File: src/rtl/core/lrd_pkg.sv
`timescale 1ns / 1ps

package lrd_pkg;

  localparam int COORD_BITS_DEF = 12;
  localparam int DEPTH_BITS     = 24;
  // depth difference needs one more bit, the signed slope one more again
  localparam int DZ_BITS        = DEPTH_BITS + 1;
  localparam int SLOPE_BITS     = DZ_BITS + 1;

  typedef enum logic {
    OP_LOAD = 1'b0,
    OP_STEP = 1'b1
  } op_t;

  typedef struct packed {
    logic load;      // latch ordered endpoints
    logic setup;     // derive deltas, decision, start the divider
    logic step;      // emit one pixel and advance the walk
    logic slope_wr;  // capture the divider result
  } lrd_cmd_t;

  typedef struct packed {
    logic line_busy;
    logic div_done;
  } lrd_stat_t;

endpackage

File: src/rtl/core/lrd_if.sv
`timescale 1ns / 1ps

interface lrd_in_if #(
  parameter int COORD_BITS = lrd_pkg::COORD_BITS_DEF
) ();
  logic                                 valid;
  logic                                 ready;
  logic                                 op;
  logic signed [COORD_BITS-1:0]         start_x;
  logic signed [COORD_BITS-1:0]         start_y;
  logic signed [lrd_pkg::DEPTH_BITS-1:0] start_depth;
  logic signed [COORD_BITS-1:0]         end_x_in;
  logic signed [COORD_BITS-1:0]         end_y_in;
  logic signed [lrd_pkg::DEPTH_BITS-1:0] end_depth_in;

  modport source (
    output valid, op, start_x, start_y, start_depth, end_x_in, end_y_in, end_depth_in,
    input  ready
  );
  modport sink (
    input  valid, op, start_x, start_y, start_depth, end_x_in, end_y_in, end_depth_in,
    output ready
  );
endinterface

interface lrd_out_if #(
  parameter int COORD_BITS = lrd_pkg::COORD_BITS_DEF
) ();
  logic                                 valid;
  logic                                 ready;
  logic signed [COORD_BITS-1:0]         pixel_x;
  logic signed [COORD_BITS-1:0]         pixel_y;
  logic signed [lrd_pkg::DEPTH_BITS-1:0] pixel_depth;
  logic                                 last;

  modport source (
    output valid, pixel_x, pixel_y, pixel_depth, last,
    input  ready
  );
  modport sink (
    input  valid, pixel_x, pixel_y, pixel_depth, last,
    output ready
  );
endinterface

File: src/rtl/core/line_raster_with_depth_unit.sv
// Channel  Direction  Transaction
// in_ch    sink       op, start_x/y/depth, end_x_in/y_in/depth_in
// out_ch   source     pixel_x, pixel_y, pixel_depth, last
//
// With out_ch drained, one pixel leaves per cycle.
// A load keeps in_ready low through the setup state, then the slope
// divider, which retires one quotient bit of the 25-bit depth difference a cycle.
// Reset is synchronous and leaves no line in progress; steps then give nothing.
// A pixel held by low out_ch.ready also holds in_ready low.
`timescale 1ns / 1ps

module line_raster_with_depth_unit #(
  parameter int COORD_BITS = lrd_pkg::COORD_BITS_DEF
) (
  input  logic      clk,
  input  logic      rst_n,
  lrd_in_if.sink    in_ch,
  lrd_out_if.source out_ch
);

  lrd_pkg::lrd_cmd_t  cmd;
  lrd_pkg::lrd_stat_t stat;

  lrd_ctrl u_lrd_ctrl (
    .clk       (clk),
    .rst_n     (rst_n),
    .in_valid  (in_ch.valid),
    .in_op     (in_ch.op),
    .in_ready  (in_ch.ready),
    .out_ready (out_ch.ready),
    .out_valid (out_ch.valid),
    .cmd       (cmd),
    .stat      (stat)
  );

  lrd_datapath #(
    .COORD_BITS (COORD_BITS)
  ) u_lrd_datapath (
    .clk          (clk),
    .rst_n        (rst_n),
    .cmd          (cmd),
    .stat         (stat),
    .start_x      (in_ch.start_x),
    .start_y      (in_ch.start_y),
    .start_depth  (in_ch.start_depth),
    .end_x_in     (in_ch.end_x_in),
    .end_y_in     (in_ch.end_y_in),
    .end_depth_in (in_ch.end_depth_in),
    .pixel_x      (out_ch.pixel_x),
    .pixel_y      (out_ch.pixel_y),
    .pixel_depth  (out_ch.pixel_depth),
    .last         (out_ch.last)
  );

endmodule

File: src/rtl/core/lrd_div.sv
`timescale 1ns / 1ps

// Restoring unsigned divider, one quotient bit per cycle.
module lrd_div #(
  parameter int NUM_BITS = lrd_pkg::DZ_BITS,
  parameter int DEN_BITS = lrd_pkg::COORD_BITS_DEF
) (
  input  logic                clk,
  input  logic                rst_n,
  input  logic                start,
  input  logic [NUM_BITS-1:0] dividend,
  input  logic [DEN_BITS-1:0] divisor,
  output logic                done,
  output logic [NUM_BITS-1:0] quotient
);

  localparam int CNT_W = $clog2(NUM_BITS + 1);

  logic                running_r;
  logic                done_r;
  logic [CNT_W-1:0]    cnt_r;
  logic [DEN_BITS-1:0] rem_r;
  logic [NUM_BITS-1:0] quo_r;
  logic [DEN_BITS-1:0] den_r;

  logic [DEN_BITS:0]   trial;
  logic [DEN_BITS:0]   diff;
  logic                fits;

  always_comb begin
    trial = {rem_r, quo_r[NUM_BITS-1]};
    diff  = trial - {1'b0, den_r};
    fits  = (trial >= {1'b0, den_r});
  end

  always_ff @(posedge clk) begin
    if (!rst_n) begin
      running_r <= 1'b0;
      done_r    <= 1'b0;
    end else begin
      done_r <= 1'b0;
      if (start) begin
        running_r <= 1'b1;
      end else if (running_r && (cnt_r == CNT_W'(1))) begin
        running_r <= 1'b0;
        done_r    <= 1'b1;
      end
    end
  end

  always_ff @(posedge clk) begin
    if (start) begin
      quo_r <= dividend;
      rem_r <= '0;
      den_r <= divisor;
      cnt_r <= CNT_W'(NUM_BITS);
    end else if (running_r) begin
      // shift the dividend out as the quotient shifts in
      quo_r <= {quo_r[NUM_BITS-2:0], fits};
      rem_r <= fits ? diff[DEN_BITS-1:0] : trial[DEN_BITS-1:0];
      cnt_r <= cnt_r - CNT_W'(1);
    end
  end

  assign done     = done_r;
  assign quotient = quo_r;

endmodule

File: src/rtl/core/lrd_datapath.sv
`timescale 1ns / 1ps

module lrd_datapath #(
  parameter int COORD_BITS = lrd_pkg::COORD_BITS_DEF
) (
  input  logic                                  clk,
  input  logic                                  rst_n,
  input  lrd_pkg::lrd_cmd_t                     cmd,
  output lrd_pkg::lrd_stat_t                    stat,
  input  logic signed [COORD_BITS-1:0]          start_x,
  input  logic signed [COORD_BITS-1:0]          start_y,
  input  logic signed [lrd_pkg::DEPTH_BITS-1:0] start_depth,
  input  logic signed [COORD_BITS-1:0]          end_x_in,
  input  logic signed [COORD_BITS-1:0]          end_y_in,
  input  logic signed [lrd_pkg::DEPTH_BITS-1:0] end_depth_in,
  output logic signed [COORD_BITS-1:0]          pixel_x,
  output logic signed [COORD_BITS-1:0]          pixel_y,
  output logic signed [lrd_pkg::DEPTH_BITS-1:0] pixel_depth,
  output logic                                  last
);

  localparam int DX_W = COORD_BITS + 1;
  localparam int SW   = COORD_BITS + 2;
  localparam int DW   = COORD_BITS + 4;
  localparam int ZB   = lrd_pkg::DEPTH_BITS;
  localparam int DZB  = lrd_pkg::DZ_BITS;
  localparam int WZB  = lrd_pkg::SLOPE_BITS;

  typedef enum logic [1:0] {
    OCT_SHALLOW_UP   = 2'd0,
    OCT_SHALLOW_DOWN = 2'd1,
    OCT_STEEP_UP     = 2'd2,
    OCT_STEEP_DOWN   = 2'd3
  } octant_t;

  function automatic logic signed [ZB-1:0] sat_depth(input logic signed [WZB-1:0] v);
    logic [WZB-ZB:0] top;
    top = v[WZB-1:ZB-1];
    if ((top == '0) || (top == '1)) begin
      sat_depth = v[ZB-1:0];
    end else if (v[WZB-1]) begin
      sat_depth = {1'b1, {(ZB-1){1'b0}}};
    end else begin
      sat_depth = {1'b0, {(ZB-1){1'b1}}};
    end
  endfunction

  logic                         line_busy_r;
  octant_t                      octant_r;
  logic signed [COORD_BITS-1:0] walk_x_r, walk_y_r, final_x_r, final_y_r;
  logic signed [WZB-1:0]        walk_depth_r;
  logic signed [ZB-1:0]         final_depth_r;
  logic signed [DW-1:0]         decision_r;
  logic signed [SW-1:0]         step_a_r, step_b_r;
  logic signed [WZB-1:0]        slope_r;
  logic                         n_zero_r, dz_neg_r;
  logic signed [COORD_BITS-1:0] pix_x_r, pix_y_r;
  logic signed [ZB-1:0]         pix_depth_r;
  logic                         last_r;

  // load ordering
  logic                         swap;

  // setup
  logic signed [DX_W-1:0]       dx_s, dy_s, ady;
  logic signed [DW-1:0]         dxe, dye;
  logic                         shallow, dy_pos;
  logic signed [SW-1:0]         step_a_c, step_b_c;
  logic signed [DW-1:0]         dec_c;
  octant_t                      oct_c;
  logic [COORD_BITS-1:0]        n_c;
  logic signed [DZB-1:0]        dz_s;
  logic [DZB-1:0]               dz_mag;

  // divider
  logic                         div_done;
  logic [DZB-1:0]               quo;
  logic signed [WZB-1:0]        quo_ext;

  // walk
  logic                         reached;
  logic signed [DW-1:0]         sa, sb;
  logic                         dec_pos, dec_neg;
  logic signed [COORD_BITS-1:0] x_adv, y_adv;
  logic signed [DW-1:0]         dec_adv;

  assign swap = (start_x > end_x_in);

  always_comb begin
    dx_s     = {final_x_r[COORD_BITS-1], final_x_r} - {walk_x_r[COORD_BITS-1], walk_x_r};
    dy_s     = {final_y_r[COORD_BITS-1], final_y_r} - {walk_y_r[COORD_BITS-1], walk_y_r};
    ady      = dy_s[DX_W-1] ? -dy_s : dy_s;
    dxe      = {{(DW-DX_W){dx_s[DX_W-1]}}, dx_s};
    dye      = {{(DW-DX_W){dy_s[DX_W-1]}}, dy_s};
    shallow  = (dx_s >= ady);
    dy_pos   = !dy_s[DX_W-1] && (dy_s != '0);
    step_a_c = {dy_s, 1'b0};
    step_b_c = -{dx_s, 1'b0};
    if (shallow) begin
      if (dy_pos) begin
        oct_c = OCT_SHALLOW_UP;
        dec_c = {dye[DW-2:0], 1'b0} - dxe;
      end else begin
        oct_c = OCT_SHALLOW_DOWN;
        dec_c = {dye[DW-2:0], 1'b0} + dxe;
      end
      n_c = dx_s[COORD_BITS-1:0];
    end else begin
      if (dy_pos) begin
        oct_c = OCT_STEEP_UP;
        dec_c = dye - {dxe[DW-2:0], 1'b0};
      end else begin
        oct_c = OCT_STEEP_DOWN;
        dec_c = dye + {dxe[DW-2:0], 1'b0};
      end
      n_c = ady[COORD_BITS-1:0];
    end
    dz_s   = {final_depth_r[ZB-1], final_depth_r} - walk_depth_r[DZB-1:0];
    dz_mag = dz_s[DZB-1] ? -dz_s : dz_s;
  end

  lrd_div #(
    .NUM_BITS (DZB),
    .DEN_BITS (COORD_BITS)
  ) u_lrd_div (
    .clk      (clk),
    .rst_n    (rst_n),
    .start    (cmd.setup),
    .dividend (dz_mag),
    .divisor  (n_c),
    .done     (div_done),
    .quotient (quo)
  );

  assign quo_ext = {1'b0, quo};

  always_comb begin
    reached = (octant_r == OCT_SHALLOW_UP || octant_r == OCT_SHALLOW_DOWN) ?
              (walk_x_r == final_x_r) : (walk_y_r == final_y_r);
    sa      = {{(DW-SW){step_a_r[SW-1]}}, step_a_r};
    sb      = {{(DW-SW){step_b_r[SW-1]}}, step_b_r};
    dec_pos = !decision_r[DW-1] && (decision_r != '0);
    dec_neg = decision_r[DW-1];
    x_adv   = walk_x_r;
    y_adv   = walk_y_r;
    case (octant_r)
      OCT_SHALLOW_UP: begin
        x_adv = walk_x_r + COORD_BITS'(1);
        if (dec_pos) begin
          y_adv   = walk_y_r + COORD_BITS'(1);
          dec_adv = decision_r + sb + sa;
        end else begin
          dec_adv = decision_r + sa;
        end
      end
      OCT_SHALLOW_DOWN: begin
        x_adv = walk_x_r + COORD_BITS'(1);
        if (dec_neg) begin
          y_adv   = walk_y_r - COORD_BITS'(1);
          dec_adv = decision_r - sb + sa;
        end else begin
          dec_adv = decision_r + sa;
        end
      end
      OCT_STEEP_UP: begin
        y_adv = walk_y_r + COORD_BITS'(1);
        if (dec_neg) begin
          x_adv   = walk_x_r + COORD_BITS'(1);
          dec_adv = decision_r + sa + sb;
        end else begin
          dec_adv = decision_r + sb;
        end
      end
      default: begin
        y_adv = walk_y_r - COORD_BITS'(1);
        if (dec_pos) begin
          x_adv   = walk_x_r + COORD_BITS'(1);
          dec_adv = decision_r + sa - sb;
        end else begin
          dec_adv = decision_r - sb;
        end
      end
    endcase
  end

  always_ff @(posedge clk) begin
    if (!rst_n) begin
      line_busy_r <= 1'b0;
    end else if (cmd.load) begin
      line_busy_r <= 1'b1;
    end else if (cmd.step && reached) begin
      line_busy_r <= 1'b0;
    end
  end

  always_ff @(posedge clk) begin
    if (cmd.load) begin
      // order by x; equal x keeps the given order
      walk_x_r      <= swap ? end_x_in : start_x;
      walk_y_r      <= swap ? end_y_in : start_y;
      walk_depth_r  <= swap ? WZB'(end_depth_in) : WZB'(start_depth);
      final_x_r     <= swap ? start_x : end_x_in;
      final_y_r     <= swap ? start_y : end_y_in;
      final_depth_r <= swap ? start_depth : end_depth_in;
    end else if (cmd.step && !reached) begin
      walk_x_r      <= x_adv;
      walk_y_r      <= y_adv;
      walk_depth_r  <= walk_depth_r + slope_r;
      decision_r    <= dec_adv;
    end

    if (cmd.setup) begin
      octant_r   <= oct_c;
      decision_r <= dec_c;
      step_a_r   <= step_a_c;
      step_b_r   <= step_b_c;
      n_zero_r   <= (n_c == '0);
      dz_neg_r   <= dz_s[DZB-1];
    end

    if (cmd.slope_wr) begin
      slope_r <= n_zero_r ? '0 : (dz_neg_r ? -quo_ext : quo_ext);
    end

    if (cmd.step) begin
      if (reached) begin
        pix_x_r     <= final_x_r;
        pix_y_r     <= final_y_r;
        pix_depth_r <= final_depth_r;
        last_r      <= 1'b1;
      end else begin
        pix_x_r     <= walk_x_r;
        pix_y_r     <= walk_y_r;
        pix_depth_r <= sat_depth(walk_depth_r);
        last_r      <= 1'b0;
      end
    end
  end

  assign stat.line_busy = line_busy_r;
  assign stat.div_done  = div_done;
  assign pixel_x        = pix_x_r;
  assign pixel_y        = pix_y_r;
  assign pixel_depth    = pix_depth_r;
  assign last           = last_r;

endmodule

File: src/rtl/core/lrd_ctrl.sv
`timescale 1ns / 1ps

module lrd_ctrl (
  input  logic               clk,
  input  logic               rst_n,
  input  logic               in_valid,
  input  logic               in_op,
  output logic               in_ready,
  input  logic               out_ready,
  output logic               out_valid,
  output lrd_pkg::lrd_cmd_t  cmd,
  input  lrd_pkg::lrd_stat_t stat
);

  typedef enum logic [2:0] {
    S_IDLE  = 3'b001,
    S_SETUP = 3'b010,
    S_DIV   = 3'b100
  } state_t;

  state_t state_r, state_nxt;
  logic   out_valid_r, out_valid_nxt;
  logic   accept;

  always_comb begin
    in_ready     = (state_r == S_IDLE) && (!out_valid_r || out_ready);
    accept       = in_valid && in_ready;
    cmd.load     = accept && (in_op == lrd_pkg::OP_LOAD);
    // a step with no line in progress is dropped
    cmd.step     = accept && (in_op == lrd_pkg::OP_STEP) && stat.line_busy;
    cmd.setup    = (state_r == S_SETUP);
    cmd.slope_wr = (state_r == S_DIV) && stat.div_done;

    state_nxt = state_r;
    case (state_r)
      S_IDLE:  if (cmd.load) state_nxt = S_SETUP;
      S_SETUP: state_nxt = S_DIV;
      S_DIV:   if (stat.div_done) state_nxt = S_IDLE;
      default: state_nxt = S_IDLE;
    endcase

    if (cmd.step) begin
      out_valid_nxt = 1'b1;
    end else if (out_ready) begin
      out_valid_nxt = 1'b0;
    end else begin
      out_valid_nxt = out_valid_r;
    end
  end

  always_ff @(posedge clk) begin
    if (!rst_n) begin
      state_r     <= S_IDLE;
      out_valid_r <= 1'b0;
    end else begin
      state_r     <= state_nxt;
      out_valid_r <= out_valid_nxt;
    end
  end

  assign out_valid = out_valid_r;

endmodule

File: src/flat_wrapper.sv
// flat-port wrapper written by rule: the top's interface ports become plain ports
module line_raster_with_depth_unit_flat 
#(
  parameter int COORD_BITS = lrd_pkg::COORD_BITS_DEF
)
  (clk, rst_n, in_ch_valid, in_ch_op, in_ch_start_x, in_ch_start_y, in_ch_start_depth, in_ch_end_x_in, in_ch_end_y_in, in_ch_end_depth_in, in_ch_ready, out_ch_valid, out_ch_pixel_x, out_ch_pixel_y, out_ch_pixel_depth, out_ch_last, out_ch_ready);
  lrd_in_if #(.COORD_BITS(COORD_BITS)) in_ch_i ();
  lrd_out_if #(.COORD_BITS(COORD_BITS)) out_ch_i ();
  input  logic clk;
  input  logic rst_n;
  input wire logic [$bits(in_ch_i.valid)-1:0] in_ch_valid;
  input wire logic [$bits(in_ch_i.op)-1:0] in_ch_op;
  input wire logic [$bits(in_ch_i.start_x)-1:0] in_ch_start_x;
  input wire logic [$bits(in_ch_i.start_y)-1:0] in_ch_start_y;
  input wire logic [$bits(in_ch_i.start_depth)-1:0] in_ch_start_depth;
  input wire logic [$bits(in_ch_i.end_x_in)-1:0] in_ch_end_x_in;
  input wire logic [$bits(in_ch_i.end_y_in)-1:0] in_ch_end_y_in;
  input wire logic [$bits(in_ch_i.end_depth_in)-1:0] in_ch_end_depth_in;
  output wire logic [$bits(in_ch_i.ready)-1:0] in_ch_ready;
  output wire logic [$bits(out_ch_i.valid)-1:0] out_ch_valid;
  output wire logic [$bits(out_ch_i.pixel_x)-1:0] out_ch_pixel_x;
  output wire logic [$bits(out_ch_i.pixel_y)-1:0] out_ch_pixel_y;
  output wire logic [$bits(out_ch_i.pixel_depth)-1:0] out_ch_pixel_depth;
  output wire logic [$bits(out_ch_i.last)-1:0] out_ch_last;
  input wire logic [$bits(out_ch_i.ready)-1:0] out_ch_ready;
  assign in_ch_i.valid = in_ch_valid;
  assign in_ch_i.op = in_ch_op;
  assign in_ch_i.start_x = in_ch_start_x;
  assign in_ch_i.start_y = in_ch_start_y;
  assign in_ch_i.start_depth = in_ch_start_depth;
  assign in_ch_i.end_x_in = in_ch_end_x_in;
  assign in_ch_i.end_y_in = in_ch_end_y_in;
  assign in_ch_i.end_depth_in = in_ch_end_depth_in;
  assign in_ch_ready = in_ch_i.ready;
  assign out_ch_valid = out_ch_i.valid;
  assign out_ch_pixel_x = out_ch_i.pixel_x;
  assign out_ch_pixel_y = out_ch_i.pixel_y;
  assign out_ch_pixel_depth = out_ch_i.pixel_depth;
  assign out_ch_last = out_ch_i.last;
  assign out_ch_i.ready = out_ch_ready;
  line_raster_with_depth_unit #(.COORD_BITS(COORD_BITS)) u_core (.clk(clk), .rst_n(rst_n), .in_ch(in_ch_i), .out_ch(out_ch_i));
endmodule
File: config.mk
export PLATFORM = sky130hd
export DESIGN_NAME = line_raster_with_depth_unit_flat
export DESIGN_NICKNAME = d
export VERILOG_FILES = /design/src/rtl/core/lrd_pkg.sv /design/src/rtl/core/lrd_if.sv /design/src/rtl/core/line_raster_with_depth_unit.sv /design/src/rtl/core/lrd_div.sv /design/src/rtl/core/lrd_datapath.sv /design/src/rtl/core/lrd_ctrl.sv /design/src/flat_wrapper.sv
export SDC_FILE = /design/constraint.sdc
export NUM_CORES = 1
export LEC_CHECK = 0
export BUFFER_PORTS_ARGS = -buffer_cell sky130_fd_sc_hd__buf_2
export CAP_MARGIN = 10
export CORE_MARGIN = 2
export CORE_UTILIZATION = 35
export DETAILED_ROUTE_END_ITERATION = 6
export PLACE_DENSITY = 0.58
export SLEW_MARGIN = 10
export SYNTH_ARGS = -nofsm -noshare
export SYNTH_HDL_FRONTEND = slang
export SYNTH_SLANG_ARGS = --single-unit
File: constraint.sdc
create_clock -name clk -period 12.3 [get_ports clk]
set_clock_uncertainty 0.2 [all_clocks]
set_input_delay 3.69 -clock clk [delete_from_list [all_inputs] [get_ports clk]]
set_output_delay 3.69 -clock clk [all_outputs]
set_load 0.02 [all_outputs]
Yosys cells after proc, flatten, opt, wreduce, memory -nomap -nowiden
Index checks and enable logic that the tools add are counted.
- add/sub/neg operators: 24
- magnitude comparators: 3
- equal/unequal tests: 15
- multiplexer cells: 56
- bitwise logic cells: 3
- reduce and logical (&&, ||, !) cells: 37
- operator list (operator ; number):
    $mux 12 ; 16
    $mux 16 ; 10
    $mux 25 ; 4
    $mux 24 ; 4
    $add 16x14->16 ; 5
    $mux 26 ; 3
    $pmux 16 s3 ; 1
    $pmux 12 s3 ; 1
    $sub 16x14->16 ; 2
    $add 26x26->26 ; 1
    $neg 25->26 ; 1
    $sub 12x12->13 ; 2
    $neg 25->25 ; 1
    $sub 25x25->25 ; 1
    $add 12x2->12 const B ; 2
    $eq 12x12->1 ; 2
    $pmux 12 s2 ; 1
    $reduce_bool 16->1 ; 1
    $add 13x14->15 ; 1
    $add 14x13->15 ; 1
    $sub 13x14->15 ; 1
    $sub 14x13->15 ; 1
    $neg 14->14 ; 1
    $ge 13x12->1 ; 1
    other kinds (33) ; 74
- bits in registers: 281
- bits of input ports: 101
- output and inout bits: 51
- logic and storage cells: 165

Longest topological paths before layout
Gate-level depths: netlist (run 1).
- depth in word-level cells: 10
- mapped depth: 28
- depth with buffers taken out: 26

Hierarchy
Synthesis (run 1) repeated with hierarchy kept, for this count alone.
- cell total of the unflattened synthesis: 2938
- area total of the unflattened synthesis: 26359.0 um^2
- by module, submodules not included (module ; instances ; cells an instance ; area an instance (um^2) ; seq. area each (um^2)):
    lrd_datapath ; 1 ; 2665 ; 23233.5 ; 6596.3
    lrd_div ; 1 ; 252 ; 2904.0 ; 1491.4
    lrd_ctrl ; 1 ; 21 ; 221.5 ; 80.1

Worst setup path after synthesis (run 1)
Ideal clock, no wire load.
- kind: input port to flip-flop
- start point: input out_ch_ready
- end point: register u_core.u_lrd_datapath.walk_x_r[0], enable pin
- setup time: 0.400 ns
- data arrival time: 7.814 ns
- data required time: 11.700 ns
- path slack: 3.886 ns
- stages on the path: 6
- buffers on the path: 0
- cell sequence: nor2b_1 nor2_1 nand2_1 nor2_1 nand2_1 o31ai_1
- RTL lines (element ; RTL line ; text):
    from (decl) ; flat_wrapper.sv:25 ; input wire logic [$bits(out_ch_i.ready)-1:0] out_ch_ready;
    to (signal assigned) ; lrd_datapath.sv:199 ; walk_x_r <= swap ? end_x_in : start_x;
    to (signal assigned) ; lrd_datapath.sv:206 ; walk_x_r <= x_adv;
    to (decl) ; lrd_datapath.sv:50 ; logic signed [COORD_BITS-1:0] walk_x_r, walk_y_r, final_x_r, final_y_r;

Worst setup path in the final report (run 1)
- start point: input out_ch_ready
- end point: output in_ch_ready
- cells in the longest elaborated chain, start to end: 2
- RTL lines (element ; RTL line ; text):
    $logic_or 1x1->1 ; lrd_ctrl.sv:26 ; in_ready = (state_r == S_IDLE) && (!out_valid_r || out_ready);
    $logic_and 1x1->1 ; lrd_ctrl.sv:26 ;
    to (decl) ; flat_wrapper.sv:19 ; output wire logic [$bits(in_ch_i.ready)-1:0] in_ch_ready;
Every way passes these cells.

==> results of run 1 <==
[worst max-delay path, stage by stage]
cell     delay (ps)
buf_2           100
nor2b_1         410
nor2_1          230
buf_2           210
[logic make-up after synthesis]
group / count (synthesis) / synth area share [%]
buffers and inverters: 308 / 4.68
AOI/OAI and AO/OA: 854 / 21.1
and+or+nand+nor: 822 / 15.1
muxes: 108 / 4.49
DFF: 280 / 31.9
adders and majority gates: 281 / 14.1
xor gates and xnor gates: 253 / 8.68
[cell type report]
cell class              instances  area share (%)
well taps                     959            4.22
flip-flops and latches        280            28.7
clock inverters                17           0.620
repair buffers                176            3.32
clock buffers                  39            3.09
inverters                     197            2.65
diodes                          2          0.0176
multi-input cells            2318            57.4
[worst max path at each step]
stage | cells past startpoint | to | slack (ps) | from
floorplan | 6 | u_core.u_lrd_datapath.walk_x_r[0] | 3890 | out_ch_ready
global placement | 4 | in_ch_ready | 3630 | out_ch_ready
detailed placement | 4 | in_ch_ready | 3690 | out_ch_ready
CTS | 4 | in_ch_ready | 3680 | out_ch_ready
global route | 4 | in_ch_ready | 3630 | out_ch_ready
finish | 4 | in_ch_ready | 3770 | out_ch_ready
[sequential cells by signal, indices dropped and copies added (netlist names), 2 cells and up]
name / count
u_core.u_lrd_datapath.u_lrd_div.den_r: 12
u_core.u_lrd_datapath.slope_r: 26
u_core.u_lrd_datapath.walk_depth_r: 26
u_core.u_lrd_datapath.u_lrd_div.rem_r: 12
u_core.u_lrd_datapath.octant_r: 2
u_core.u_lrd_datapath.pixel_x: 12
u_core.u_lrd_datapath.u_lrd_div.quotient: 25
u_core.u_lrd_datapath.walk_x_r: 12
u_core.u_lrd_datapath.step_a_r: 13
u_core.u_lrd_ctrl.state_r: 3
u_core.u_lrd_datapath.final_y_r: 12
u_core.u_lrd_datapath.pixel_y: 12
u_core.u_lrd_datapath.final_depth_r: 24
u_core.u_lrd_datapath.step_b_r: 13
u_core.u_lrd_datapath.final_x_r: 12
u_core.u_lrd_datapath.pixel_depth: 24
u_core.u_lrd_datapath.walk_y_r: 12
u_core.u_lrd_datapath.u_lrd_div.cnt_r: 5
u_core.u_lrd_datapath.decision_r: 16
[where the power goes]
group / internal [µW] / switching [µW]
registers: 1130 / 43.6
clock network: 568 / 408
logic: 667 / 941
total: 2360 / 1390
[routing by layer]
metal | part of all wire [%] | GRT usage, % | up-vias
met4 | 1.7 | 4.03 | 2
li1 | - | - | 10800
met3 | 4.6 | 1.96 | 71
met1 | 49 | 27.7 | 10100
met2 | 44 | 31.0 | 495
met5 | 0.015 | 0 | -
[through the flow]
step,hold slack (ps),instance area (µm²),util (%),power [µW]
finish,284,28400,39.1,3760
global route,298,28400,39.1,4000
CTS,287,28400,39.1,3770
detailed placement,268,27400,37.7,2780
global placement,270,27400,37.7,2780
floorplan,250,25600,-,2420
[cell usage in the layout, fill, tap and decap left out, types with 13 or more instances in the layout]
cell type  netlist  final
or3_1           27     27
mux2i_1         62     62
o21ai_1         28     29
edfxtp_1       256    256
buf_2            7    151
nor2b_1         38     38
xnor2_1        160    160
mux2_2          45     45
xor2_1          92     92
and3_1          14     14
a31oi_1         22     22
nand4_1         17     17
o21bai_1        20     20
ha_1           267    267
a21o_1          59     59
o21ai_0        250    249
buf_4            1     25
nor2_1         249    248
o21a_1          38     38
inv_1          195    193
a211oi_1        25     24
fa_1            14     14
nand2_1        252    252
a221oi_1        13     13
o31ai_1         25     24
dfxtp_1         24     24
nand3_1         42     42
a21oi_1        203    202
clkbuf_16        0     33
nand2b_1        44     44
and2_1          16     16
or2_2           13     13
nor3_1          53     53
o211ai_1        24     24
==> summary.md, run 1 <==
| Metric | Value |
|---|---|
| Status | `completed` |
| Yosys Warn Count | `0` |
| Sequential share of the synthesized area | `31.9%` |
| Top cells by count, synth | `ha_1, edfxtp_1, nand2_1` |
| Setup WS post-layout | `3770 ps` |
| Sequential Area | `8170 µm²` |
| Chip height | `275 µm` |
| CTS sink cnt | `280` |
| Grt ovf | `0` |
| WL/cell | `18.5 µm` |
| Pre-CTS setup slack | `3690 ps` |
| # placed instances | `3930` |
| Remaining antenna violation count | `0` |
| Clk slew on worst S/H paths | `60 ps` |
| Multi-input gate area | `16300 µm²` |
| Number of synthesized flops with an enable pin | `256` |
| Slew headroom | `19.0%` |
| Post-synthesis net count | `3288` |
| Final setup violation count | `0` |
| Num rows | `99` |
| Hold Crit Class | `reg2reg` |
| Final TNS setup | `0 ps` |
| F_max | `0.117 GHz` |
| Fraction of registers with async set/reset | `0%` |
| First-pass DRT Iterations | `5` |
| Die area | `75400 µm²` |
| Max-slew violation count | `0` |
| R2R setup slack | `6190 ps` |
| DRC violations left | `0` |
| Fin crit period | `8530 ps` |
| CTS tree | `done` |
| Io pins | `152` |
| First-pass GRT wire length | `115 mm` |
| CP endpoint kind | `output pin` |
| Final Non-Filler Cells | `3988` |
| Crit Path Class | `in2out` |
| Core Region | `72700 µm²` |
| RSZ-0062 raised after global routing | `false` |
| I/O Buffers | `151` |
| CTS buffer count | `30` |
| Gr usage total | `19.2%` |
| R2R cell count | `25` |
| Yosys top cell area share | `30.0%` |
| Worst-path fanout max | `2` |
| Starting Density | `35.2%` |
| Max cap viols | `0` |
| Initial antenna violation count | `3` |
| R2r endpoint | `u_core.u_lrd_datapath.n_zero_r` |
| WHS Endpoint | `u_core.u_lrd_datapath.u_lrd_div.rem_r[3]` |
| P_leak | `0.0117 µW` |
| Layout cells sized above 1 | `10.6%` |
| GPL Wtd Cong | `0.906` |
| WL final | `73.7 mm` |
| Top-count cell post-synth | `ha_1` |
| Seq cells post-synth | `280` |
| CTS H-tree depth | `1` |
| Hold Crit Start | `u_core.u_lrd_datapath.u_lrd_div.rem_r[3]` |
| Crit Reg-Reg Startpoint | `u_core.u_lrd_datapath.final_y_r[0]` |
| Synth cell types | `96` |
| Clk_lat worst skew | `590 ps` |
| Startpoint Class | `input pin` |
| Layout area overhead | `11.0%` |
| Crit path DAT | `4640 ps` |
| Required time of the critical path | `8410 ps` |
| Top_reg_cell synth | `edfxtp_1` |
| Period utilisation layout | `69.4%` |
| Detailed Place HPWL | `57.1 mm` |
| VDD IR-drop max | `0.116 mV` |
| Largest net degree at the start of global routing | `77` |
| Worst Tran Pin Value | `1210 ps` |
| Root Driver | `clkbuf_16` |
| Synth area leader | `edfxtp_1` |
| Cells after Synth | `2906` |
| Vias | `21500` |
| Hold Path Cell Cnt | `2` |
| CTS resizes | `0` |
| Die Wd | `275 µm` |
| Cts hold-fix bufs | `0` |
| Largest cells by area after synthesis | `edfxtp_1, ha_1, xnor2_1, o21ai_0, a21oi_1` |
| Vias per cell | `5.38` |
| Pwr dens | `132 nW/µm²` |
| Vias in the first global route | `20700` |
| Post-Syn Area per Cell | `8.82 µm²` |
| Clock Path Buffers | `3` |
| Nets | `3385` |
| Post CTS Setup Buffer Count | `0` |
| Final Hold Fails | `0` |
| Syn Std Cell Area | `25600 µm²` |
| Initial DRC count | `1624` |
| Fill cell count | `7319` |
Note: power is estimated with default switching activity, not from simulation.
==> run 2, diff against run 1 <==
- ABC_AREA: unset -> 1
- PLACE_DENSITY: 0.58 -> 0.59
- clock period: 12.3 -> 7.5 ns (I/O delays scaled with it)
==> run 2 against run 1 <==
Critical path depth increased by 21. Global-route usage increased by 3.2 points. Critical path type is now reg2reg. Utilization decreased by 0.16 points. Final cell count increased by 20%. Clock power increased by 61%. Highest routed layer unchanged.
==> summary.md, run 2 <==
| Metric | Value |
|---|---|
| Synth area leader | `edfxtp_1` |
| # placed instances | `4722` |
| RSZ-0062 raised after global routing | `false` |
| Die area | `78500 µm²` |
| WL final | `89.3 mm` |
| CP endpoint kind | `flop` |
| Grt ovf | `0` |
| Layout cells sized above 1 | `8.13%` |
| GPL Wtd Cong | `0.948` |
| VDD IR-drop max | `0.187 mV` |
| R2R setup slack | `1570 ps` |
| Sequential share of the synthesized area | `30.6%` |
| Layout area overhead | `10.4%` |
| Slew headroom | `22.3%` |
| Status | `completed` |
| Fraction of registers with async set/reset | `0%` |
| Die Wd | `280 µm` |
| CTS sink cnt | `280` |
| F_max | `0.169 GHz` |
| CTS tree | `done` |
| Num rows | `101` |
| Clk_lat worst skew | `590 ps` |
| Top-count cell post-synth | `nand2_1` |
| Syn Std Cell Area | `26700 µm²` |
| Detailed Place HPWL | `71.6 mm` |
| Nets | `4159` |
| Required time of the critical path | `7650 ps` |
| Vias in the first global route | `23900` |
| Root Driver | `clkbuf_16` |
| Clock Path Buffers | `3` |
| Gr usage total | `22.3%` |
| Post-synthesis net count | `4058` |
| I/O Buffers | `151` |
| WL/cell | `18.7 µm` |
| Final Non-Filler Cells | `4778` |
| Vias | `25700` |
| P_leak | `0.0135 µW` |
| Leading cell type in the layout, fill and taps excluded | `nand2_1` |
| CTS buffer count | `31` |
| Max-slew violation count | `0` |
| Crit path DAT | `6080 ps` |
| Remaining antenna violation count | `0` |
| Cells after Synth | `3676` |
| Max cap viols | `0` |
| Worst Tran Pin Value | `1160 ps` |
| First-pass DRT Iterations | `6` |
| Seq cells post-synth | `280` |
| Post CTS Setup Buffer Count | `0` |
| Pwr dens | `223 nW/µm²` |
| CTS resizes | `0` |
| CTS H-tree depth | `1` |
| Starting Density | `35.3%` |
| Top cells by count, synth | `nand2_1, inv_1, a21oi_1` |
| Worst path top cell family by delay | `simple AND/OR/NAND/NOR gates` |
| Post-Syn Area per Cell | `7.26 µm²` |
| Commonest non-fill, non-tap cells in the layout | `nand2_1, inv_1, a21oi_1` |
| Critical Path Max Stage Delay | `690 ps` |
| Clk slew on worst S/H paths | `60 ps` |
| Hold Crit Class | `reg2reg` |
| Fin crit period | `5930 ps` |
| Crit Path Class | `reg2reg` |
| Worst-path fanout max | `36` |
| Core Region | `75700 µm²` |
| Crit path max-delay cell type | `clkinv_1` |
| Synth cell types | `64` |
| Final TNS setup | `0 ps` |
| DRC violations left | `0` |
| Number of synthesized flops with an enable pin | `256` |
| Top_reg_cell synth | `edfxtp_1` |
| Initial DRC count | `2497` |
| Period utilisation layout | `79.1%` |
| Chip height | `280 µm` |
| Worst path most repeated cell | `nor2_1` |
| Initial antenna violation count | `1` |
| Io pins | `152` |
| ANT cells | `0` |
| Yosys top cell area share | `28.8%` |
| Final setup violation count | `0` |
| Startpoint Class | `flop` |
| Largest cells by area after synthesis | `edfxtp_1, ha_1, nand2_1, inv_1, a21oi_1` |
| Cts hold-fix bufs | `0` |
| First-pass GRT wire length | `138 mm` |
| Buf/Inv on CP | `4` |
| Yosys Warn Count | `0` |
| Final Hold Fails | `0` |
| Largest net degree at the start of global routing | `80` |
| Vias per cell | `5.38` |
| Fill cell count | `7905` |
## run 2: final timing paths
kind                                       startpoint                                  endpoint  cells after the start
min reg2reg  u_core.u_lrd_datapath.u_lrd_div.cnt_r[4]  u_core.u_lrd_datapath.u_lrd_div.cnt_r[4]                      2
min          u_core.u_lrd_datapath.u_lrd_div.cnt_r[4]  u_core.u_lrd_datapath.u_lrd_div.cnt_r[4]                      2
max                 u_core.u_lrd_datapath.walk_y_r[0]            u_core.u_lrd_datapath.n_zero_r                     25
max reg2reg         u_core.u_lrd_datapath.walk_y_r[0]            u_core.u_lrd_datapath.n_zero_r                     25
## run 2: worst register-to-register path: stages (launching register included)
cell and delay [ps]:
edfxtp_1 450, ha_1 230, inv_1 110, fa_1 520, inv_1 200, ha_1 230, inv_1 50, nor2_1 100
nand3_1 120, nor2_1 150, nand2_2 90, nor2_4 160, a21oi_1 100, xor2_1 180, ha_1 310, nand2_1 90
nor4_1 240, o21ai_0 130, o2111ai_1 90, nand2_1 80, nand2_2 510, clkinv_1 700, o21ai_0 430, nor2_1 90
nand3_1 100, nor2_1 40
## run 2: power breakdown
group / switching, µW / total, µW / internal [µW] / leakage, µW
Combinational: 2030 / 3030 / 1010 / 0.0104
Sequential: 96.8 / 1970 / 1880 / 0.00254
Clock: 670 / 1570 / 898 / 0.000486
Total: 2790 / 6580 / 3780 / 0.0135
## run 2: final cells by class
cell class / instances / area [µm²] / share of cell area (%)
timing repair buffer: 173 / 933 / 3.16
inverter: 498 / 1870 / 6.34
tap: 978 / 1220 / 4.15
clock inverter: 20 / 225 / 0.764
sequential: 280 / 8170 / 27.7
multi-input combinational: 2793 / 16300 / 55.2
clock buffer: 36 / 795 / 2.69
## run 2: cell families after synthesis
| family | Yosys count | synth area share (%) |
|---|---|---|
| simple gates | 1490 | 24.1 |
| xor+xnor | 142 | 4.78 |
| buf+inv | 603 | 8.63 |
| flops | 280 | 30.6 |
| fa+ha+maj | 281 | 13.6 |
| compound gates | 865 | 17.8 |
| mux | 15 | 0.633 |
## run 2: layer usage
metal  routed length (µm)  global-route usage, %
met3                 5670                   1.94
met4                 2510                   6.39
met2                39100                   35.5
met5                   12                      0
met1                42000                   32.2
## run 2: through the flow
stage | area [µm²] | worst slack, ps | util (%) | hold slack [ps] | power [µW]
after floorplan | 26700 | 1840 | - | 243 | 4190
after global placement | 28500 | 1720 | 37.6 | 258 | 4980
after detailed placement | 28500 | 1630 | 37.6 | 266 | 4980
after CTS | 29500 | 1600 | 39.0 | 279 | 6570
after global routing | 29500 | 1090 | 39.0 | 303 | 7060
final | 29500 | 1570 | 39.0 | 275 | 6580
